===== config.mk =====
export PLATFORM = sky130hd
export DESIGN_NAME = servo_position_reply_parser
export DESIGN_NICKNAME = d
export VERILOG_FILES = /design/src/rtl/spr_pkg.sv /design/src/rtl/spr_cell.sv /design/src/rtl/servo_position_reply_parser.sv
export SDC_FILE = /design/constraint.sdc
export NUM_CORES = 1
export LEC_CHECK = 0
export BUFFER_PORTS_ARGS = -buffer_cell sky130_fd_sc_hd__clkbuf_2
export CORE_ASPECT_RATIO = 1.5
export CORE_MARGIN = 2
export CORE_UTILIZATION = 65
export CTS_BUF_LIST = sky130_fd_sc_hd__clkbuf_16
export DETAILED_ROUTE_END_ITERATION = 16
export MAX_ROUTING_LAYER = met4
export PLACE_DENSITY = 0.94
export SLEW_MARGIN = 20
export SYNTH_ARGS = -nofsm -noshare
export SYNTH_HDL_FRONTEND = slang
export SYNTH_HIERARCHICAL = 1
export SYNTH_SLANG_ARGS = --single-unit

===== constraint.sdc =====
create_clock -name clk_i -period 18.3 [get_ports clk_i]
set_clock_uncertainty 0.05 [all_clocks]
set_input_delay 0 -clock clk_i [delete_from_list [all_inputs] [get_ports clk_i]]
set_output_delay 0 -clock clk_i [all_outputs]
set_load 0.005 [all_outputs]

===== src/rtl/spr_pkg.sv =====
// Shared types, character codes and digit helpers for the servo reply parser.
`default_nettype none

package spr_pkg;

  localparam int unsigned ByteW   = 8;
  localparam int unsigned IdW     = 10;
  localparam int unsigned PulseW  = 14;
  localparam int unsigned DigitW  = 4;
  localparam int unsigned CfgIdxW = 3;
  localparam int unsigned CfgW    = 14;
  localparam int unsigned NumCells = 9;

  localparam logic [ByteW-1:0] ChHash = 8'h23;
  localparam logic [ByteW-1:0] ChP    = 8'h50;
  localparam logic [ByteW-1:0] ChBang = 8'h21;
  localparam logic [ByteW-1:0] ChZero = 8'h30;
  localparam logic [ByteW-1:0] ChNine = 8'h39;

  // Register indexes of the configuration port
  typedef enum logic [CfgIdxW-1:0] {
    CFG_EXPECTED_ID   = 3'd0,
    CFG_ID_FLOOR      = 3'd1,
    CFG_ID_CEILING    = 3'd2,
    CFG_PULSE_FLOOR   = 3'd3,
    CFG_PULSE_CEILING = 3'd4
  } cfg_reg_e;

  // What a cell expects to see before passing its token on
  typedef enum logic [1:0] {
    CELL_ID_DIGIT    = 2'd0,
    CELL_LETTER_P    = 2'd1,
    CELL_PULSE_DIGIT = 2'd2,
    CELL_END         = 2'd3
  } cell_kind_e;

  localparam logic [IdW-1:0]    ExpectedIdRst   = 10'd1;
  localparam logic [IdW-1:0]    IdFloorRst      = 10'd0;
  localparam logic [IdW-1:0]    IdCeilingRst    = 10'd254;
  localparam logic [PulseW-1:0] PulseFloorRst   = 14'd500;
  localparam logic [PulseW-1:0] PulseCeilingRst = 14'd2500;
  // Digits of the reset id, hundreds in the top nibble
  localparam logic [3*DigitW-1:0] IdDigitsRst   = 12'h001;

  function automatic cell_kind_e kind_of(input int unsigned idx);
    cell_kind_e k;
    if (idx < 3) begin
      k = CELL_ID_DIGIT;
    end else if (idx == 3) begin
      k = CELL_LETTER_P;
    end else if (idx < 8) begin
      k = CELL_PULSE_DIGIT;
    end else begin
      k = CELL_END;
    end
    return k;
  endfunction

  // Split an id into decimal digits by reciprocal multiplication.
  // Ids above 999 give a hundreds digit of ten, which no digit byte matches.
  function automatic logic [3*DigitW-1:0] id_digits(input logic [IdW-1:0] v);
    logic [15:0]       p100;
    logic [DigitW-1:0] h;
    logic [IdW-1:0]    r;
    logic [6:0]        rr;
    logic [14:0]       p10;
    logic [DigitW-1:0] t;
    logic [6:0]        o;
    p100 = 16'(v) * 16'd41;
    h    = p100[15:12];
    r    = v - (IdW'(h) * 10'd100);
    rr   = r[6:0];
    p10  = 15'(rr) * 15'd205;
    t    = p10[14:11];
    o    = rr - (7'(t) * 7'd10);
    return {h, t, o[DigitW-1:0]};
  endfunction

endpackage

`default_nettype wire


===== src/rtl/spr_cell.sv =====
// One matcher cell: holds the frame token for one position and its pulse value.
`default_nettype none

module spr_cell #(
  parameter spr_pkg::cell_kind_e Kind = spr_pkg::CELL_END
) (
  input  wire logic                       clk_i,
  input  wire logic                       rst_ni,
  input  wire logic                       step_i,
  input  wire logic                       clear_i,
  input  wire logic [spr_pkg::ByteW-1:0]  byte_i,
  input  wire logic [spr_pkg::DigitW-1:0] ref_digit_i,
  input  wire logic                       tok_i,
  input  wire logic [spr_pkg::PulseW-1:0] val_i,
  output logic                            tok_o,
  output logic                            adv_o,
  output logic [spr_pkg::PulseW-1:0]      val_o
);

  logic                       tok_q;
  logic [spr_pkg::PulseW-1:0] val_q;
  logic                       is_digit;
  logic [spr_pkg::DigitW-1:0] digit;
  logic                       cond;
  logic [17:0]                acc;

  assign is_digit = (byte_i >= spr_pkg::ChZero) && (byte_i <= spr_pkg::ChNine);
  assign digit    = spr_pkg::DigitW'(byte_i - spr_pkg::ChZero);
  assign acc      = {1'b0, val_q, 3'b000} + {3'b000, val_q, 1'b0} + 18'(digit);

  always_comb begin
    unique case (Kind)
      spr_pkg::CELL_ID_DIGIT: begin
        cond  = is_digit && (digit == ref_digit_i);
        val_o = val_q;
      end
      spr_pkg::CELL_LETTER_P: begin
        cond  = (byte_i == spr_pkg::ChP);
        val_o = '0;
      end
      spr_pkg::CELL_PULSE_DIGIT: begin
        cond  = is_digit;
        val_o = acc[spr_pkg::PulseW-1:0];
      end
      default: begin
        cond  = (byte_i == spr_pkg::ChBang);
        val_o = val_q;
      end
    endcase
  end

  // a hash always restarts, so it never carries a token onward
  assign adv_o = tok_q && cond && (byte_i != spr_pkg::ChHash);
  assign tok_o = tok_q;

  always_ff @(posedge clk_i or negedge rst_ni) begin
    if (!rst_ni) begin
      tok_q <= 1'b0;
    end else if (clear_i) begin
      tok_q <= 1'b0;
    end else if (step_i) begin
      tok_q <= tok_i;
    end
  end

  always_ff @(posedge clk_i) begin
    if (step_i) begin
      val_q <= val_i;
    end
  end

endmodule

`default_nettype wire


===== src/rtl/servo_position_reply_parser.sv =====
// Output: the result is on m_axis in the cycle after the transfer of the last byte.
// Throughput: one byte per cycle; a token moves one cell of the nine-cell chain each byte.
// The output register holds a result until m_axis_tready; input stalls only while it waits.
// Reset: configuration takes its default values, the chain holds no token,
// no frame is kept and no result is pending.
`default_nettype none

module servo_position_reply_parser (
  input  wire logic                        clk_i,
  input  wire logic                        rst_ni,
  input  wire logic                        cfg_we_i,
  input  wire logic [spr_pkg::CfgIdxW-1:0] cfg_idx_i,
  input  wire logic [spr_pkg::CfgW-1:0]    cfg_data_i,
  input  wire logic                        s_axis_tvalid,
  output logic                             s_axis_tready,
  input  wire logic [7:0]                  s_axis_tdata,  // [7:0] data_byte
  input  wire logic                        s_axis_tlast,  // last_byte
  output logic                             m_axis_tvalid,
  input  wire logic                        m_axis_tready,
  output logic [15:0]                      m_axis_tdata,  // [13:0] position, [15:14] zero
  output logic                             m_axis_tuser   // found
);

  localparam int unsigned N = spr_pkg::NumCells;

  logic [spr_pkg::IdW-1:0]        expected_id_q;
  logic [spr_pkg::IdW-1:0]        id_floor_q;
  logic [spr_pkg::IdW-1:0]        id_ceiling_q;
  logic [spr_pkg::PulseW-1:0]     pulse_floor_q;
  logic [spr_pkg::PulseW-1:0]     pulse_ceiling_q;
  logic [3*spr_pkg::DigitW-1:0]   id_dig_q;

  logic                           hit_q;
  logic [spr_pkg::PulseW-1:0]     hit_pos_q;
  logic                           out_valid_q;
  logic                           out_found_q;
  logic [spr_pkg::PulseW-1:0]     out_pos_q;

  logic                           s_xfer;
  logic                           step;
  logic                           clear;
  logic                           is_hash;
  logic                           id_ok;
  logic                           frame_ok;
  logic                           hit_now;
  logic [spr_pkg::PulseW-1:0]     end_val;

  logic [N-1:0]                   tok;
  logic [N-1:0]                   adv;
  logic [N-1:0]                   cell_tok_in;
  logic [spr_pkg::PulseW-1:0]     val_out [N];
  logic [spr_pkg::PulseW-1:0]     val_in  [N];
  logic [spr_pkg::DigitW-1:0]     ref_dig [N];

  // Configuration registers; id digits are split on write
  always_ff @(posedge clk_i or negedge rst_ni) begin
    if (!rst_ni) begin
      expected_id_q   <= spr_pkg::ExpectedIdRst;
      id_floor_q      <= spr_pkg::IdFloorRst;
      id_ceiling_q    <= spr_pkg::IdCeilingRst;
      pulse_floor_q   <= spr_pkg::PulseFloorRst;
      pulse_ceiling_q <= spr_pkg::PulseCeilingRst;
      id_dig_q        <= spr_pkg::IdDigitsRst;
    end else if (cfg_we_i) begin
      unique case (cfg_idx_i)
        spr_pkg::CFG_EXPECTED_ID: begin
          expected_id_q <= cfg_data_i[spr_pkg::IdW-1:0];
          id_dig_q      <= spr_pkg::id_digits(cfg_data_i[spr_pkg::IdW-1:0]);
        end
        spr_pkg::CFG_ID_FLOOR:      id_floor_q      <= cfg_data_i[spr_pkg::IdW-1:0];
        spr_pkg::CFG_ID_CEILING:    id_ceiling_q    <= cfg_data_i[spr_pkg::IdW-1:0];
        spr_pkg::CFG_PULSE_FLOOR:   pulse_floor_q   <= cfg_data_i;
        spr_pkg::CFG_PULSE_CEILING: pulse_ceiling_q <= cfg_data_i;
        default: ;
      endcase
    end
  end

  assign s_axis_tready = !out_valid_q || m_axis_tready;
  assign s_xfer        = s_axis_tvalid && s_axis_tready;
  // freeze the chain once a frame is kept
  assign step          = s_xfer && !hit_q;
  assign clear         = s_xfer && s_axis_tlast;
  assign is_hash       = (s_axis_tdata == spr_pkg::ChHash);

  always_comb begin
    for (int i = 0; i < N; i++) begin
      ref_dig[i] = '0;
    end
    ref_dig[0] = id_dig_q[11:8];
    ref_dig[1] = id_dig_q[7:4];
    ref_dig[2] = id_dig_q[3:0];
  end

  always_comb begin
    cell_tok_in[0] = is_hash;
    val_in[0]      = '0;
    for (int i = 1; i < N; i++) begin
      cell_tok_in[i] = adv[i-1];
      val_in[i]      = val_out[i-1];
    end
  end

  for (genvar g = 0; g < N; g++) begin : g_cell
    spr_cell #(
      .Kind(spr_pkg::kind_of(g))
    ) u_cell (
      .clk_i      (clk_i),
      .rst_ni     (rst_ni),
      .step_i     (step),
      .clear_i    (clear),
      .byte_i     (s_axis_tdata),
      .ref_digit_i(ref_dig[g]),
      .tok_i      (cell_tok_in[g]),
      .val_i      (val_in[g]),
      .tok_o      (tok[g]),
      .adv_o      (adv[g]),
      .val_o      (val_out[g])
    );
  end

  assign end_val  = val_out[N-1];
  assign id_ok    = (expected_id_q >= id_floor_q) && (expected_id_q <= id_ceiling_q);
  assign frame_ok = id_ok && (end_val >= pulse_floor_q) && (end_val <= pulse_ceiling_q);
  assign hit_now  = step && adv[N-1] && frame_ok;

  always_ff @(posedge clk_i or negedge rst_ni) begin
    if (!rst_ni) begin
      hit_q <= 1'b0;
    end else if (clear) begin
      hit_q <= 1'b0;
    end else if (hit_now) begin
      hit_q <= 1'b1;
    end
  end

  always_ff @(posedge clk_i) begin
    if (hit_now) begin
      hit_pos_q <= end_val;
    end
  end

  // Output register: load on the last byte, drop once taken
  always_ff @(posedge clk_i or negedge rst_ni) begin
    if (!rst_ni) begin
      out_valid_q <= 1'b0;
    end else if (clear) begin
      out_valid_q <= 1'b1;
    end else if (m_axis_tready) begin
      out_valid_q <= 1'b0;
    end
  end

  always_ff @(posedge clk_i) begin
    if (clear) begin
      out_found_q <= hit_q || hit_now;
      if (hit_q) begin
        out_pos_q <= hit_pos_q;
      end else if (hit_now) begin
        out_pos_q <= end_val;
      end else begin
        out_pos_q <= '0;
      end
    end
  end

  assign m_axis_tvalid = out_valid_q;
  assign m_axis_tuser  = out_found_q;
  assign m_axis_tdata  = {2'b00, out_pos_q};

  a_tok_onehot: assert property (@(posedge clk_i) disable iff (!rst_ni)
    $onehot0(tok))
    else $error("more than one cell holds a token");

  a_hit_empty_chain: assert property (@(posedge clk_i) disable iff (!rst_ni)
    hit_q |-> (tok == '0))
    else $error("chain holds a token after a frame was kept");

  a_last_clears: assert property (@(posedge clk_i) disable iff (!rst_ni)
    clear |=> (!hit_q && (tok == '0) && m_axis_tvalid))
    else $error("last byte did not clear the buffer state or load a result");

  a_no_find_zero: assert property (@(posedge clk_i) disable iff (!rst_ni)
    (m_axis_tvalid && !m_axis_tuser) |-> (m_axis_tdata == '0))
    else $error("position is not zero on a result without a frame");

endmodule

`default_nettype wire

==> results of run 1 <==
repair_timing:
| item | in CTS | in global routing |
|---|---|---|
| hold endpoints to repair | 114 | 0 |
| buffers inserted | 0 | 0 |
| hold buffers | 20 | 0 |
through the flow:
step / utilization / power (µW)
2_1_floorplan: - / 1790
3_3_place_gp: 0.6786 / 2007
3_5_place_dp: 0.6786 / 2119
4_1_cts: 0.7245 / 2531
5_1_grt: 0.7251 / 2820
6_report: 0.7251 / 2543
sequential cells by signal, summed over array words and instances (netlist names):
| signal | count |
|---|---|
| pulse_ceiling_q | 14 |
| g_cell.u_cell/val_o | 14 |
| expected_id_q | 10 |
| id_ceiling_q | 10 |
| id_floor_q | 10 |
| g_cell.u_cell/val_q | 46 |
| hit_pos_q | 14 |
| id_dig_q | 11 |
| hit_q | 1 |
| out_pos_q | 14 |
| g_cell.u_cell/tok_o | 9 |
| pulse_floor_q | 14 |
| m_axis_tuser | 1 |
| m_axis_tvalid | 1 |
power by group:
group	internal (µW)	switching (µW)	leakage, µW
clock network	230	152	0.000321
registers	518	57.9	0.00182
logic	725	861	0.00391
placed cells by master (no fill, tap or decap), types with 9 or more instances in the layout:
cell type and instances:
nor2_1 43, ha_1 201, nor3_1 12, a21o_1 12
edfxtp_1 89, a21oi_1 28, mux2_2 20, dlygate4sd3_1 20
dfrtp_1 61, mux2i_1 9, nor2b_1 9, fa_1 22
clkbuf_2 46, inv_1 141, nand3_1 17, clkbuf_16 19
nand2_1 97, xor2_1 17, nand2b_1 13, o21ai_0 71
xnor2_1 40, conb_1 12, dfstp_2 19
tightest hold or removal path, delay by kind of cell:
family,cells,cell delay [ns]
buffers and inverters,2,0.29
AOI/OAI and AO/OA,1,0.15
and+or+nand+nor,1,0.05
final cells by class:
type	instances	area, µm²
Inverter	139	521.8
Clock inverter	13	145.1
Sequential cell	169	4698
Clock buffer	19	475.5
Fill cell	1110	4911
Multi-Input combinational cell	754	6385
Timing Repair Buffer	69	456.7
Antenna cell	1	2.502
Tap cell	217	271.5
per-layer routing:
metal  share of wire  vias to the layer above  routed length, µm  GRT usage
li1                -                     3919                  -          -
met1            0.36                     4072               9452     0.3049
met2            0.53                      371              13900     0.5217
met3           0.050                      142               1314    0.04869
met4           0.062                        0               1639     0.1856
met5               0                        -                  0          -
path summary, 6_finish.rpt:
kind | end | slack, ns | depth (start not counted)
setup / recovery | id_dig_q[3] | 9.57 | 36
hold / removal | id_floor_q[6] | 0.04 | 4
setup reg to reg | hit_pos_q[12] | 14.26 | 9
hold reg to reg | hit_pos_q[0] | 0.44 | 0
max in group asynchronous | g_cell[7].u_cell/tok_o | 17.58 | 2
min in group asynchronous | id_floor_q[2] | 0.13 | 2
==> run metrics, run 1 <==
status finished, final reports clean; 1st-pass router iterations 5; Critical-path top delay cell dlygate4sd3_1; Num CTS Buffers 17; dpl hpwl roughly 17000 µm; Setup CP Type in -> reg; delay-heaviest family, CP adder cells; static leakage slightly above 0.006 µW; synthesized area between 10000 and 15000 µm²; synth warn 6; Slew @ Worst Pin around 1.0 ns; RSZ-0062 raised after global routing false; vias about 8500; Starting DRT DRC Count 714; vias in the first global route 9219; CTS tree done; GRT overflow 0; Worst R2R Start expected_id_q[0]; WL final 26310 µm; area delta synth->final 10.15%; via/cell ratio 6.158; hold slack between 0.03 and 0.04 ns; CP bufs+invs 6; global-route wire length before repair 43400 µm; root buffer cell clkbuf_16; I/O pin count 50; Starting Density 0.6583; max_cap viols 0; slew margin rel. 0.3168; pins over their slew limit 0; Die X roughly 110 µm; largest net degree at the start of global routing 81; WL/cell 19.05 µm; Cells after Synth 1085; period utilization 0.4771; layout cell share with drive strength beyond 1 0.1298; area of the die 19210 µm²; CTS resizes 0; Sink Count 169; FMAX 0.1145 GHz; CP startpoint cfg_data_i[4]; Tmin final 8.731 ns; Worst path max stage delay about 0.54 ns; residual DRC count 0; min setup slack post-route about 9.6 ns; most used cell along the critical path ha_1; Critical Path End Type register; worst-case clock buffer depth 2; area of the core 17870 µm²; # rows 60; H-tree Lvls 4; Final #Nets about 1400; Mean Syn Cell Area ~11 µm²; required time worst endpoint approximately 19 ns; HP Class in -> reg; worst-path fanout max 12; placed cells roughly 1300; Post-Layout Cell Count 1381; I/O Buffers 47; Total GRT Usage 0.2964; worst slack, placed 9.744 ns; placed cell areas 12120 µm²; peak supply drop 0.4410 mV; CP arrival 8.98 ns; final setup fails 0; initial antenna violation count 1; clk_lat worst skew 0.44 ns; GPL Wtd Cong 0.8579; Final ANT Viol Nets 0; die height roughly 170 µm; Fin Setup TNS 0 ns; Final Hold Fails 0; clock slew at reported path FFs 0.07 ns; hold path startpoint cfg_idx_i[1]; Final Instance Area 12960 µm²; CP Launch Type input port; total power per unit cell area 196.3 nW/µm²
Power figures use the tool's default switching activity.
==> run 2, diff against run 1 <==
--- a/config.mk
+++ b/config.mk
@@ -8,11 +8,11 @@
 export BUFFER_PORTS_ARGS = -buffer_cell sky130_fd_sc_hd__clkbuf_2
 export CORE_ASPECT_RATIO = 1.5
 export CORE_MARGIN = 2
-export CORE_UTILIZATION = 65
+export CORE_UTILIZATION = 64
 export CTS_BUF_LIST = sky130_fd_sc_hd__clkbuf_16
 export DETAILED_ROUTE_END_ITERATION = 16
 export MAX_ROUTING_LAYER = met4
-export PLACE_DENSITY = 0.94
+export PLACE_DENSITY = 0.93
 export SLEW_MARGIN = 20
 export SYNTH_ARGS = -nofsm -noshare
 export SYNTH_HDL_FRONTEND = slang
==> constraint.sdc (replaced) <==
create_clock -name clk_i -period 8.9 [get_ports clk_i]
set_clock_uncertainty 0.05 [all_clocks]
set_input_delay 0 -clock clk_i [delete_from_list [all_inputs] [get_ports clk_i]]
set_output_delay 0 -clock clk_i [all_outputs]
set_load 0.005 [all_outputs]
==> run 2 against run 1 <==
- clock power grew 92%
- wire length down 1.9%
- sequential power up 100%
- core utilization is 0.23 points lower
- register-to-register slack got worse by 9.1 ns
- combinational power increased by 110%
- via count shrank 0.20%
- worst hold slack worse by 0.029 ns
==> run metrics, run 2 (synthesis results as in run 1) <==
commonest non-fill, non-tap cell in the layout ha_1; Starting DRT DRC Count 703 (-1.5%); I/O Buffers 47 (unchanged); Final Hold Fails 0 (unchanged); ant diodes 0 (-1); slew margin rel. 0.3523 (+0.03554); I/O pin count 50 (unchanged); max_cap viols 0 (unchanged); CP Launch Type input port; most used cell along the critical path ha_1; vias in the first global route 8956 (-2.9%); Num CTS Buffers 17 (unchanged); HP Class in -> async; static leakage 0.006048 µW (about the same); FMAX roughly 0.12 GHz; WL/cell 18.71 µm (-1.8%); GRT overflow 0 (unchanged); H-tree Lvls 4 (unchanged); CTS tree done; Register Area 4698 µm² (unchanged); area of the die 19500 µm² (+1.5%); area of the core 17940 µm² (+0.42%); worst reg2reg path depth 9 (unchanged); period utilization 0.9624; Final #Nets 1403 (-0.071%); total power per unit cell area 404.0 nW/µm² (+110%); clock slew at reported path FFs 0.07 ns (about the same); initial antenna violation count 0 (-1); Starting Density 0.6556 (-0.002755); Final ANT Viol Nets 0 (unchanged); residual DRC count 0 (unchanged); multi-input logic area 6427 µm² (+0.67%); 1st-pass router iterations 5 (unchanged); Setup CP Type in -> reg; peak supply drop 0.8206 mV (+86%); vias 8487 (-0.20%); most frequent cells in the layout 200 x ha_1, 140 x inv_1, 97 x nand2_1, 89 x edfxtp_1, 71 x o21ai_0; dpl hpwl 17240 µm (+1.6%); clk_lat worst skew 0.44 ns (about the same); root buffer cell clkbuf_16; GPL Wtd Cong 0.8698 (+1.4%); # fillers 1031 (-7.1%); hold slack 0.01018 ns (-0.02911 ns); Worst R2R Start expected_id_q[0]; global-route wire length before repair 42460 µm (-2.2%); Post-Layout Cell Count 1379 (-0.14%); via/cell ratio 6.154 (about the same); Worst path max stage delay 0.55 ns (about the same); max FFs per register 46 (unchanged); die height 170.0 µm (+0.76%); Critical-path top delay cell dlygate4sd3_1; reg2reg setup slack 5.14 ns (-9.12 ns); WL final 25800 µm (-1.9%); Tmin final 8.565 ns; # rows 60 (unchanged); Total GRT Usage 0.2854 (-0.01096); Slew @ Worst Pin 0.9715 ns (-0.05332 ns); final setup fails 0 (unchanged); Sink Count 169 (unchanged); CP arrival 8.81 ns (-0.17 ns); Die X 114.7 µm (+0.75%); status finished, final reports clean; Critical Path End Type register; worst-case clock buffer depth 2 (unchanged); placed cells 1328 (unchanged); worst-path fanout max 12 (unchanged); largest register by flop count g_cell.u_cell/val_q; pins over their slew limit 0 (unchanged); required time worst endpoint 9.15 ns (-9.39 ns); area delta synth->final 10.26%; RR Endpoint hit_pos_q[4]; Core Util, Final 0.7229 (-0.002267); layout cell share with drive strength beyond 1 0.1351 (+0.005275); largest net degree at the start of global routing 81 (unchanged)
[run 2: worst max-delay path, delay by kind of cell]
family	cells	cell delay, ns
AO/OA/AOI/OAI	8	1.67
AND/OR/NAND/NOR	3	0.43
adder cells (fa/ha/maj)	13	4.50
XOR/XNOR	6	1.18
buffers and inverters	6	1.02
[run 2: worst max-delay path by stage]
stage | start | end | slack, ns | cells past startpoint
after floorplan | cfg_data_i[2] | id_dig_q[3] | 1.21 | 34
after global placement | cfg_data_i[4] | id_dig_q[3] | 0.67 | 35
after detailed placement | cfg_data_i[1] | id_dig_q[3] | 0.22 | 37
after CTS | cfg_data_i[1] | id_dig_q[3] | 0.03 | 38
after global routing | cfg_data_i[1] | id_dig_q[3] | -0.0007 | 39
final | cfg_data_i[4] | id_dig_q[3] | 0.33 | 36
[run 2: layout make-up]
| class | count | area share |
|---|---|---|
| timing repair buffer | 68 | 0.03647 |
| sequential | 169 | 0.3622 |
| inverter | 139 | 0.04023 |
| tap | 217 | 0.02093 |
| multi-input combinational | 754 | 0.4956 |
| clock buffer | 17 | 0.03280 |
| clock inverter | 15 | 0.01177 |
[run 2: stage by stage]
stage | TNS, ns | instance area, µm² | setup WS, ns | total power, µW
finish | 0 | 12970 | 0.3349 | 5240
global route | -0.0007470 | 12970 | -0.0007470 | 5760
CTS | 0 | 12890 | 0.03359 | 5174
detailed placement | 0 | 12120 | 0.2239 | 4377
global placement | 0 | 12120 | 0.6697 | 4130
floorplan | 0 | 11800 | 1.213 | 3681
[run 2: what timing repair did]
item	CTS	global route
gates resized for setup	0	14
endpoints found under the setup margin	0	2
setup buffers	0	0
hold endpoints to repair	112	0
hold buffers	19	0
[run 2: power breakdown]
| part | total [µW] | switching [µW] | internal, µW | leakage, µW |
|---|---|---|---|---|
| Combinational | 3330 | 1800 | 1520 | 0.00395 |
| Sequential | 1180 | 118 | 1060 | 0.00182 |
| Clock | 732 | 336 | 396 | 0.000283 |
| Total | 5240 | 2260 | 2980 | 0.00605 |
[run 2: metal layers]
metal	part of all wire	up-vias	track usage
met2	0.53	372	0.4994
met5	0	-	-
met3	0.052	143	0.04665
met4	0.060	0	0.1844
met1	0.36	4061	0.2930
li1	-	3911	-
